===== src/rtl/core/tccs_pkg.sv =====
// shared constants, codes and types of the text console cursor and scroll engine
package tccs_pkg;

	// default geometry of the console
	localparam int DEF_WIDTH       = 80;
	localparam int DEF_HEIGHT      = 25;
	localparam int DEF_LINES       = 204;
	localparam int DEF_TAB_STOP    = 8;
	localparam int DEF_QUEUE_DEPTH = 4;

	// field widths
	localparam int OP_W      = 2;
	localparam int CHAR_W    = 8;
	localparam int ATTR_W    = 8;
	localparam int COL_W     = 7;
	localparam int ROW_W     = 8;
	localparam int LOC_W     = 14;
	localparam int POS_W     = 16;
	localparam int CFG_IDX_W = 1;

	// item operation codes
	localparam logic [OP_W-1:0] OP_PUT  = 2'd0;
	localparam logic [OP_W-1:0] OP_SET  = 2'd1;
	localparam logic [OP_W-1:0] OP_READ = 2'd2;

	// control characters
	localparam logic [CHAR_W-1:0] CH_TAB = 8'd9;
	localparam logic [CHAR_W-1:0] CH_NL  = 8'd10;

	// blank cell after reset
	localparam logic [CHAR_W-1:0] BLANK_CHAR = 8'h20;
	localparam logic [ATTR_W-1:0] RESET_ATTR = 8'h1f;

	// configuration register indexes
	localparam logic [CFG_IDX_W-1:0] REG_TEXT_ATTRIBUTE = 1'd0;
	localparam logic [CFG_IDX_W-1:0] REG_CURSOR_SHOWN   = 1'd1;

	// classified item kinds
	typedef enum logic [2:0] {
		K_CHAR,
		K_TAB,
		K_NL,
		K_SET,
		K_READ,
		K_NOP
	} kind_t;

	// command handed from the front to the back
	typedef struct packed {
		kind_t             kind;
		logic [CHAR_W-1:0] ch;
		logic [COL_W-1:0]  col;
		logic [ROW_W-1:0]  row;
		logic [POS_W-1:0]  rd_addr;
		logic              rd_ok;
	} cmd_t;

endpackage


===== src/rtl/core/tccs_fifo.sv =====
// short command queue between the front and the back
module tccs_fifo #(
	parameter int DEPTH = tccs_pkg::DEF_QUEUE_DEPTH
) (
	input  logic            clk,
	input  logic            arst_n,
	input  logic            push_valid,
	output logic            push_ready,
	input  tccs_pkg::cmd_t  push_data,
	output logic            pop_valid,
	input  logic            pop_ready,
	output tccs_pkg::cmd_t  pop_data
);

	localparam int PTR_W = (DEPTH > 1) ? $clog2(DEPTH) : 1;
	localparam int CNT_W = $clog2(DEPTH + 1);

	tccs_pkg::cmd_t   slot_q [DEPTH];
	logic [PTR_W-1:0] wr_ptr_q;
	logic [PTR_W-1:0] rd_ptr_q;
	logic [CNT_W-1:0] count_q;
	logic             do_push;
	logic             do_pop;

	assign push_ready = count_q != CNT_W'(DEPTH);
	assign pop_valid  = count_q != '0;
	assign pop_data   = slot_q[rd_ptr_q];
	assign do_push    = push_valid && push_ready;
	assign do_pop     = pop_valid && pop_ready;

	// pointers and fill count
	always_ff @(posedge clk or negedge arst_n) begin
		if (!arst_n) begin
			wr_ptr_q <= '0;
			rd_ptr_q <= '0;
			count_q  <= '0;
		end else begin
			if (do_push) begin
				wr_ptr_q <= (wr_ptr_q == PTR_W'(DEPTH - 1)) ? '0 : wr_ptr_q + 1'b1;
			end
			if (do_pop) begin
				rd_ptr_q <= (rd_ptr_q == PTR_W'(DEPTH - 1)) ? '0 : rd_ptr_q + 1'b1;
			end
			if (do_push && !do_pop) begin
				count_q <= count_q + 1'b1;
			end else if (do_pop && !do_push) begin
				count_q <= count_q - 1'b1;
			end
		end
	end

	// entry storage
	always_ff @(posedge clk) begin
		if (do_push) begin
			slot_q[wr_ptr_q] <= push_data;
		end
	end

endmodule


===== config.mk =====
export PLATFORM = sky130hd
export DESIGN_NAME = tccs_fifo
export DESIGN_NICKNAME = d
export VERILOG_FILES = /design/src/rtl/core/tccs_pkg.sv /design/src/rtl/core/tccs_fifo.sv
export SDC_FILE = /design/constraint.sdc
export NUM_CORES = 1
export LEC_CHECK = 0
export ABC_AREA = 1
export BUFFER_PORTS_ARGS = -buffer_cell sky130_fd_sc_hd__buf_4
export CAP_MARGIN = 0
export CORE_MARGIN = 2
export CORE_UTILIZATION = 45
export CTS_CLUSTER_DIAMETER = 120
export DETAILED_ROUTE_END_ITERATION = 6
export HOLD_SLACK_MARGIN = 0.08
export MAX_ROUTING_LAYER = met4
export PLACE_DENSITY = 0.68
export SETUP_SLACK_MARGIN = 0.02
export SYNTH_ARGS = -nofsm -noshare
export SYNTH_HDL_FRONTEND = slang
export SYNTH_SLANG_ARGS = --single-unit

===== constraint.sdc =====
create_clock -name clk -period 3.6 [get_ports clk]
set_input_delay 0 -clock clk [delete_from_list [all_inputs] [get_ports clk]]
set_output_delay 0 -clock clk [all_outputs]
set_load 0.02 [all_outputs]

==> run metrics <==
outcome=finished, final reports clean; H-tree depth=4; P per Cell Area=826 nW/um^2; pin count of the biggest net entering global routing=77; Seq/Total Area, Yosys=74.0%; clk root buf=clkbuf_16; Synth cell types=16; Total Routing Usage GR=17.9%; setup bufs post-CTS=0; Syn Area/Cell=12.9 um^2; clock-pin slew on the worst setup and hold paths=60 ps; PortBufs=91; pre-CTS setup slack=1310 ps; Via density=4.80; Rel. slew slack=39.7%; P_leak=3.70 nW; Initial Util=45.8%; commonest cells after routing, fill and taps aside=edfxtp_1, nand2_1, inv_1, buf_4, o211ai_1; Core Box Area=15800 um^2; post-synthesis compound-gate area fraction=9.01%; Final Hold Viols=0; Iter 0 DRT Violations=368; placed inst area=8140 um^2; worst min path class=input port to flip-flop; clk_skew=11.9 ps; drt drc=0; Antenna Nets Post-Route=0; mapped cell area=7220 um^2; Fillers=1276; HPWL after detailed placement=8290 um; post-synthesis instance total=560; Tightest Pin Transition=905 ps; most common cell after layout, fill and taps aside=edfxtp_1; DIE WIDTH=131 um; clk_lat worst skew=420 ps; DRT Pass-1 Iters=5; Synth warnings=0; vias in the first global route=4330; Final Setup Violations=0; first-pass GRT wire length=22100 um; Setup CP Type=flip-flop to output port; Critical Path RT=3600 ps; critical path arrival=2300 ps; total global routing overflow=0; MaxCap Viol Count=0; Peak supply drop=0.000367 V; XOR/XNOR Fraction of Synth Area=0.121%; combinational family with the most area after synthesis=compound AO/OA/AOI/OAI gates; Routed Wire Length=14200 um; clk buf depth=2; setup ws final=1300 ps; minimum clock period=2300 ps; nets=752; Design Area, Final=9240 um^2; max-slew violations=0; IO Count=92; mux cell area share after synthesis=0%; post-CTS sizing=0; Chip Height=131 um; die footprint=17100 um^2; CTS buffer count=17; syn_nets=614; CTS tree=done; Hold WS=315 ps; RSZ-0062 raised after global routing=false; Area Growth Syn to Fin=27.9%; Max Clk Rate=0.435 GHz; crit-path max FO=76; total number of vias=4445; part of the cycle the worst path needs=63.9%; share of layout cells above drive strength 1=18.9%; placed instance count=848; initial antenna violation count=1; post-route non-filler standard cell count=926; GPL Wtd Cong=0.843; # hold bufs at CTS=47; CTS Sinks=179; setup TNS=0 ps; wire length per cell=15.3 um; Post-Synth Adder-Cell Area=1.32%; Worst setup SP type=flip-flop; Critical Path Sink Type=output port; Post-Synth Simple-Gate Area=8.37%; FF+latch count, synth=179; # rows=46
==> layer usage <==
metal,global-route usage [%],vias up,wire [um]
li1,-,2208,-
met1,22.6,2121,6120
met2,28.6,109,7100
met3,4.68,7,798
met4,5.38,0,140
met5,-,-,0
==> critical path, cell delays in order, from the launching register on <==
cell	delay, ps
dfrtp_4	910
buf_4	450
nand2_1	110
o211ai_1	110
nand2_1	110
buf_4	170
==> state kept, by name, indices dropped and copies added (netlist names) <==
name and cells:
slot_q 172, wr_ptr_q 2, rd_ptr_q 2, count_q 3
==> report_power, final <==
part | total [W] | internal (W) | switching (W) | leakage [nW]
registers | 0.00297 | 0.00274 | 0.000225 | 1.66
logic | 0.00272 | 0.00101 | 0.00171 | 1.74
clock network | 0.00193 | 0.00122 | 0.000715 | 0.304
total | 0.00762 | 0.00497 | 0.00265 | 3.70
==> cell type report <==
cell class / count / area, um^2 / share of cell area (%)
antenna: 1 / 2.50 / 0.0271
timing repair buffer: 147 / 1230 / 13.4
multi-input combinational: 253 / 1390 / 15.0
clock inverter: 11 / 186 / 2.02
sequential: 179 / 5350 / 57.9
tap: 216 / 270 / 2.93
inverter: 100 / 375 / 4.06
clock buffer: 19 / 433 / 4.69
==> metrics by stage <==
step | power (W) | utilization (%)
2_1_floorplan | 0.00468 | -
3_3_place_gp | 0.00565 | 51.6
3_5_place_dp | 0.00573 | 51.6
4_1_cts | 0.00771 | 58.5
5_1_grt | 0.00807 | 58.6
6_report | 0.00762 | 58.6
==> cell usage after synthesis <==
| master | number | area, um^2 |
|---|---|---|
| o211ai_1 | 86 | 646 |
| clkbuf_1 | 1 | 3.75 |
| nor2_1 | 6 | 22.5 |
| buf_4 | 2 | 15.0 |
| edfxtp_1 | 172 | 5160 |
| inv_1 | 99 | 372 |
| nand3_1 | 7 | 35.0 |
| o21ai_0 | 1 | 5.00 |
| ha_1 | 6 | 75.1 |
| xnor2_1 | 1 | 8.76 |
| nand4_1 | 1 | 6.26 |
| dfrtp_1 | 7 | 175 |
| buf_2 | 25 | 125 |
| fa_1 | 1 | 20.0 |
| nand2_1 | 144 | 541 |
| inv_2 | 1 | 3.75 |
==> worst paths after layout <==
path | start | to | slack, ps | cells past startpoint
max reg2reg | count_q[0] | slot_q[3][13] | 1360 | 5
min reg2reg | count_q[2] | count_q[2] | 520 | 2
min in group asynchronous | arst_n | count_q[2] | 560 | 3
min | push_data[42] | slot_q[3][42] | 320 | 2
max in group asynchronous | arst_n | rd_ptr_q[0] | 2750 | 3
max | rd_ptr_q[0] | pop_data[15] | 1300 | 5
==> cells by family after synthesis <==
group	after synthesis
adders and majority gates	7
buffers and inverters	128
AOI/OAI and AO/OA	87
DFF	179
and+or+nand+nor	158
xor gates and xnor gates	1
No activity file was read; power rests on OpenSTA's default activity.
