### config.mk
export PLATFORM = sky130hd
export DESIGN_NAME = tccs_front_flat
export DESIGN_NICKNAME = d
export VERILOG_FILES = /design/src/rtl/core/tccs_pkg.sv /design/src/rtl/core/tccs_if.sv /design/src/rtl/core/tccs_front.sv /design/src/flat_wrapper.sv
export SDC_FILE = /design/constraint.sdc
export NUM_CORES = 1
export LEC_CHECK = 0
export BUFFER_PORTS_ARGS = -buffer_cell sky130_fd_sc_hd__clkbuf_2
export CAP_MARGIN = 20
export CORE_MARGIN = 2
export CORE_UTILIZATION = 45
export DETAILED_ROUTE_END_ITERATION = 12
export GPL_TIMING_DRIVEN = 0
export PLACE_DENSITY = 0.94
export SLEW_MARGIN = 10
export SYNTH_ARGS = -nofsm -noshare
export SYNTH_HDL_FRONTEND = slang
export SYNTH_SLANG_ARGS = --single-unit
### constraint.sdc
create_clock -name vclk -period 6.8
set_input_delay 0.34 -clock vclk [all_inputs]
set_output_delay 0.34 -clock vclk [all_outputs]
set_load 0.01 [all_outputs]
### src/rtl/core/tccs_pkg.sv
// shared constants, codes and types of the text console cursor and scroll engine
package tccs_pkg;

	// default geometry of the console
	localparam int DEF_WIDTH       = 80;
	localparam int DEF_HEIGHT      = 25;
	localparam int DEF_LINES       = 204;
	localparam int DEF_TAB_STOP    = 8;
	localparam int DEF_QUEUE_DEPTH = 4;

	// field widths
	localparam int OP_W      = 2;
	localparam int CHAR_W    = 8;
	localparam int ATTR_W    = 8;
	localparam int COL_W     = 7;
	localparam int ROW_W     = 8;
	localparam int LOC_W     = 14;
	localparam int POS_W     = 16;
	localparam int CFG_IDX_W = 1;

	// item operation codes
	localparam logic [OP_W-1:0] OP_PUT  = 2'd0;
	localparam logic [OP_W-1:0] OP_SET  = 2'd1;
	localparam logic [OP_W-1:0] OP_READ = 2'd2;

	// control characters
	localparam logic [CHAR_W-1:0] CH_TAB = 8'd9;
	localparam logic [CHAR_W-1:0] CH_NL  = 8'd10;

	// blank cell after reset
	localparam logic [CHAR_W-1:0] BLANK_CHAR = 8'h20;
	localparam logic [ATTR_W-1:0] RESET_ATTR = 8'h1f;

	// configuration register indexes
	localparam logic [CFG_IDX_W-1:0] REG_TEXT_ATTRIBUTE = 1'd0;
	localparam logic [CFG_IDX_W-1:0] REG_CURSOR_SHOWN   = 1'd1;

	// classified item kinds
	typedef enum logic [2:0] {
		K_CHAR,
		K_TAB,
		K_NL,
		K_SET,
		K_READ,
		K_NOP
	} kind_t;

	// command handed from the front to the back
	typedef struct packed {
		kind_t             kind;
		logic [CHAR_W-1:0] ch;
		logic [COL_W-1:0]  col;
		logic [ROW_W-1:0]  row;
		logic [POS_W-1:0]  rd_addr;
		logic              rd_ok;
	} cmd_t;

endpackage

### src/rtl/core/tccs_if.sv
// item and result channel interfaces of the text console engine
interface tccs_cmd_if;
	logic                          valid;
	logic                          ready;
	logic [tccs_pkg::OP_W-1:0]     op;
	logic [tccs_pkg::CHAR_W-1:0]   char_code;
	logic [tccs_pkg::COL_W-1:0]    col;
	logic [tccs_pkg::ROW_W-1:0]    row;

	modport source (output valid, output op, output char_code, output col, output row,
		input ready);
	modport sink (input valid, input op, input char_code, input col, input row,
		output ready);
endinterface


### src/rtl/core/tccs_front.sv
// front end: takes items, classifies them and forms queue commands
module tccs_front #(
	parameter int WIDTH = tccs_pkg::DEF_WIDTH,
	parameter int LINES = tccs_pkg::DEF_LINES
) (
	tccs_cmd_if.sink        cmd,
	input  logic            clearing,
	output logic            push_valid,
	input  logic            push_ready,
	output tccs_pkg::cmd_t  push_data
);

	// no transfer while the store is being cleared
	assign cmd.ready  = push_ready && !clearing;
	assign push_valid = cmd.valid && !clearing;

	// classify the item and precompute set and read operands
	always_comb begin
		push_data.kind    = tccs_pkg::K_NOP;
		push_data.ch      = cmd.char_code;
		push_data.col     = cmd.col;
		push_data.row     = cmd.row;
		push_data.rd_addr = tccs_pkg::POS_W'(cmd.row) * tccs_pkg::POS_W'(WIDTH)
			+ tccs_pkg::POS_W'(cmd.col);
		push_data.rd_ok   = ({1'b0, cmd.col} < (tccs_pkg::COL_W + 1)'(WIDTH))
			&& ({1'b0, cmd.row} < (tccs_pkg::ROW_W + 1)'(LINES));
		case (cmd.op)
			tccs_pkg::OP_PUT: begin
				if (cmd.char_code == tccs_pkg::CH_TAB) begin
					push_data.kind = tccs_pkg::K_TAB;
				end else if (cmd.char_code == tccs_pkg::CH_NL) begin
					push_data.kind = tccs_pkg::K_NL;
				end else begin
					push_data.kind = tccs_pkg::K_CHAR;
				end
			end
			tccs_pkg::OP_SET: begin
				push_data.kind = tccs_pkg::K_SET;
				if (cmd.col > tccs_pkg::COL_W'(WIDTH - 1)) begin
					push_data.col = tccs_pkg::COL_W'(WIDTH - 1);
				end
				if (cmd.row > tccs_pkg::ROW_W'(LINES - 1)) begin
					push_data.row = tccs_pkg::ROW_W'(LINES - 1);
				end
			end
			tccs_pkg::OP_READ: begin
				push_data.kind = tccs_pkg::K_READ;
			end
			default: begin
				push_data.kind = tccs_pkg::K_NOP;
			end
		endcase
	end

endmodule

### src/flat_wrapper.sv
// flat-port wrapper written by rule: the top's interface ports become plain ports
module tccs_front_flat 
#(
	parameter int WIDTH = tccs_pkg::DEF_WIDTH,
	parameter int LINES = tccs_pkg::DEF_LINES
)
  (clearing, push_valid, push_ready, push_data, cmd_valid, cmd_op, cmd_char_code, cmd_col, cmd_row, cmd_ready);
  tccs_cmd_if cmd_i ();
  input  logic clearing;
  output logic push_valid;
  input  logic push_ready;
  output tccs_pkg::cmd_t push_data;
  input wire logic [$bits(cmd_i.valid)-1:0] cmd_valid;
  input wire logic [$bits(cmd_i.op)-1:0] cmd_op;
  input wire logic [$bits(cmd_i.char_code)-1:0] cmd_char_code;
  input wire logic [$bits(cmd_i.col)-1:0] cmd_col;
  input wire logic [$bits(cmd_i.row)-1:0] cmd_row;
  output wire logic [$bits(cmd_i.ready)-1:0] cmd_ready;
  assign cmd_i.valid = cmd_valid;
  assign cmd_i.op = cmd_op;
  assign cmd_i.char_code = cmd_char_code;
  assign cmd_i.col = cmd_col;
  assign cmd_i.row = cmd_row;
  assign cmd_ready = cmd_i.ready;
  tccs_front #(.WIDTH(WIDTH), .LINES(LINES)) u_core (.cmd(cmd_i), .clearing(clearing), .push_valid(push_valid), .push_ready(push_ready), .push_data(push_data));
endmodule
==> flow_metrics.tcl <==
set metrics [dict create \
    outcome "complete, no violations" \
    stdcell_count 220 \
    drtAntennaViolNets 0 \
    dp_cells 220 \
    antenna_found_initial 0 \
    rows 16 \
    yosys_warnings 0 \
    crit_fanout 4 \
    hold_viol_final 0 \
    viasPerCell 4.87 \
    vias 1071 \
    period_share_pct 46.0 \
    fin_nets 240 \
    powerDensity_mw_per_mm2 101 \
    drc 0 \
    die-area_mm2 0.00240 \
    coreArea_mm2 0.00194 \
    grt_usage_pct 19.3 \
    final_cell_mix "clkbuf_2, ha_1, buf_4" \
    worstPathRequired_ns 6.46 \
    grt_pass1_wl_mm 4.00 \
    cts_hold_buf 0 \
    critical_path_class "input port to output port" \
    hp-start "clearing" \
    worst_pin_slew_ns 0.576 \
    finalMaxSlewViolations 0 \
    max-slew-margin-rel_pct 61.3 \
    synthTopCellsByArea "ha_1, buf_4, xnor2_1, or2_2, nor2_1" \
    synth_area_um2 910 \
    routabilityCongestion 0.816 \
    rsz0062_at_grt "false" \
    design.seq.count 0 \
    top_layer "met3" \
    grt_max_degree 10 \
    cp_slowest_stage_delay_ns 0.45 \
    critPathSlowestCell "a211oi_1" \
    die_w_um 49.0 \
    arrival_ns 2.79 \
    seqCellArea_um2 0 \
    max-vdd-ir-drop_uv 76.0 \
    first_pass_iters 4 \
    n_antenna_cell 0 \
    die_h_um 49.0 \
    drt_iter0_drc 10 \
    wl_met1_um 940 \
    dr_wl_met3_um 187 \
    finalSetupTns_ns 0 \
    yosysUniqueCellTypes 39 \
    max_freq_ghz 0.320 \
    wl_per_cell_um 10.3 \
    cts-resized-gates 0 \
    final_layout_size_suffix_gt1_share_pct 52.8 \
    grt_pass1_vias 949 \
    postCtsSetupBuffers 0 \
    syn-instance-count 121 \
    cellLeakagePower_nw 0.719 \
    ys_seq_area_share_pct 0 \
    place_ws_ns 3.69 \
    synth_top_area_share_pct 20.6 \
    cp-start-kind "input port" \
    io_pins 73 \
    clock_buffer_count 0 \
    period_needed_ns 3.13 \
    worstPathCellList "clkbuf_2 -> ha_1 -> ha_1 -> fa_1 -> a211oi_1 -> nor2_1 -> o311ai_1 -> nand4_1 -> nand4_1 -> clkbuf_2" \
    syn2layout_area_growth_pct 43.3 \
    cap_violations 0 \
    start_util_pct 46.8 \
    hp-class "input port to output port" \
    endpoint_kind "output port" \
    grt.overflow.total 0 \
    portBuffers 72 \
    wl_mm 2.26 \
    synth_top_cell_by_area "ha_1" \
    fin_ws_ns 3.67 \
    crit_start "cmd_row[1]" \
    fin_util_pct 67.1 \
    syn_area_per_cell_um2 7.52 \
    setup_violations 0 \
    synth.net_count 166 \
    wl_met2_mm 1.14 \
    final_common_cell "clkbuf_2" \
    dp_hpwl_mm 2.06 \
]
==> cell type report <==
type,count,area [µm²]
Multi-Input combinational cell,98,774
Tap cell,27,33.8
Fill cell,187,638
Inverter,6,22.5
Timing Repair Buffer,72,360
Buffer,17,113
==> cell usage after synthesis, drive strengths merged (2+ instances only) <==
library cell / count
nand2: 4
nor3b: 2
nand3: 2
nor2b: 7
xor2: 3
and2: 4
nand4: 3
nor2: 12
fa: 2
clkbuf: 4
a211oi: 2
or2: 8
xnor2: 6
o21ba: 2
buf: 13
nor4: 2
o21ai: 6
a21o: 2
ha: 15
inv: 6
==> cell families after synthesis <==
logic type                 share of synthesized area [%]
and+or+nand+nor                                     32.6
buffers and inverters                               14.9
AOI/OAI and AO/OA                                   17.6
adders and majority gates                           25.0
xor gates and xnor gates                            9.49
other                                              0.412
==> path summary, 6_finish.rpt <==
kind / to / slack, ns / cells past startpoint
worst max-delay path: push_data[15] / 3.67 / 10
worst min-delay path: cmd_ready / 0.92 / 3
==> stage by stage <==
stage          area, µm²  total power [W]  hold WS (ns)
6_report            1300         0.000131         0.916
3_5_place_dp        1300         0.000131         0.919
5_1_grt             1300         0.000146         0.944
2_1_floorplan        910        0.0000864         0.726
4_1_cts             1300         0.000132         0.920
3_3_place_gp        1300         0.000129         0.914
==> per-layer routing <==
layer	vias to the layer above	GRT usage, %
met4	0	0
met3	0	3.07
met5	-	0
met2	44	36.3
li1	555	-
met1	472	24.4
==> power breakdown <==
group          leakage, nW  internal, W  switching (W)
combinational        0.719    0.0000618      0.0000695
clock                    0            0              0
sequential               0            0              0
total                0.719    0.0000618      0.0000695
==> critical path: cells and delay by family <==
kind | cells | cell delay, ns
compound gates | 2 | 0.87
buf+inv | 2 | 0.24
fa+ha+maj | 3 | 0.96
simple gates | 3 | 0.37
No activity file was read; power rests on OpenSTA's default activity.
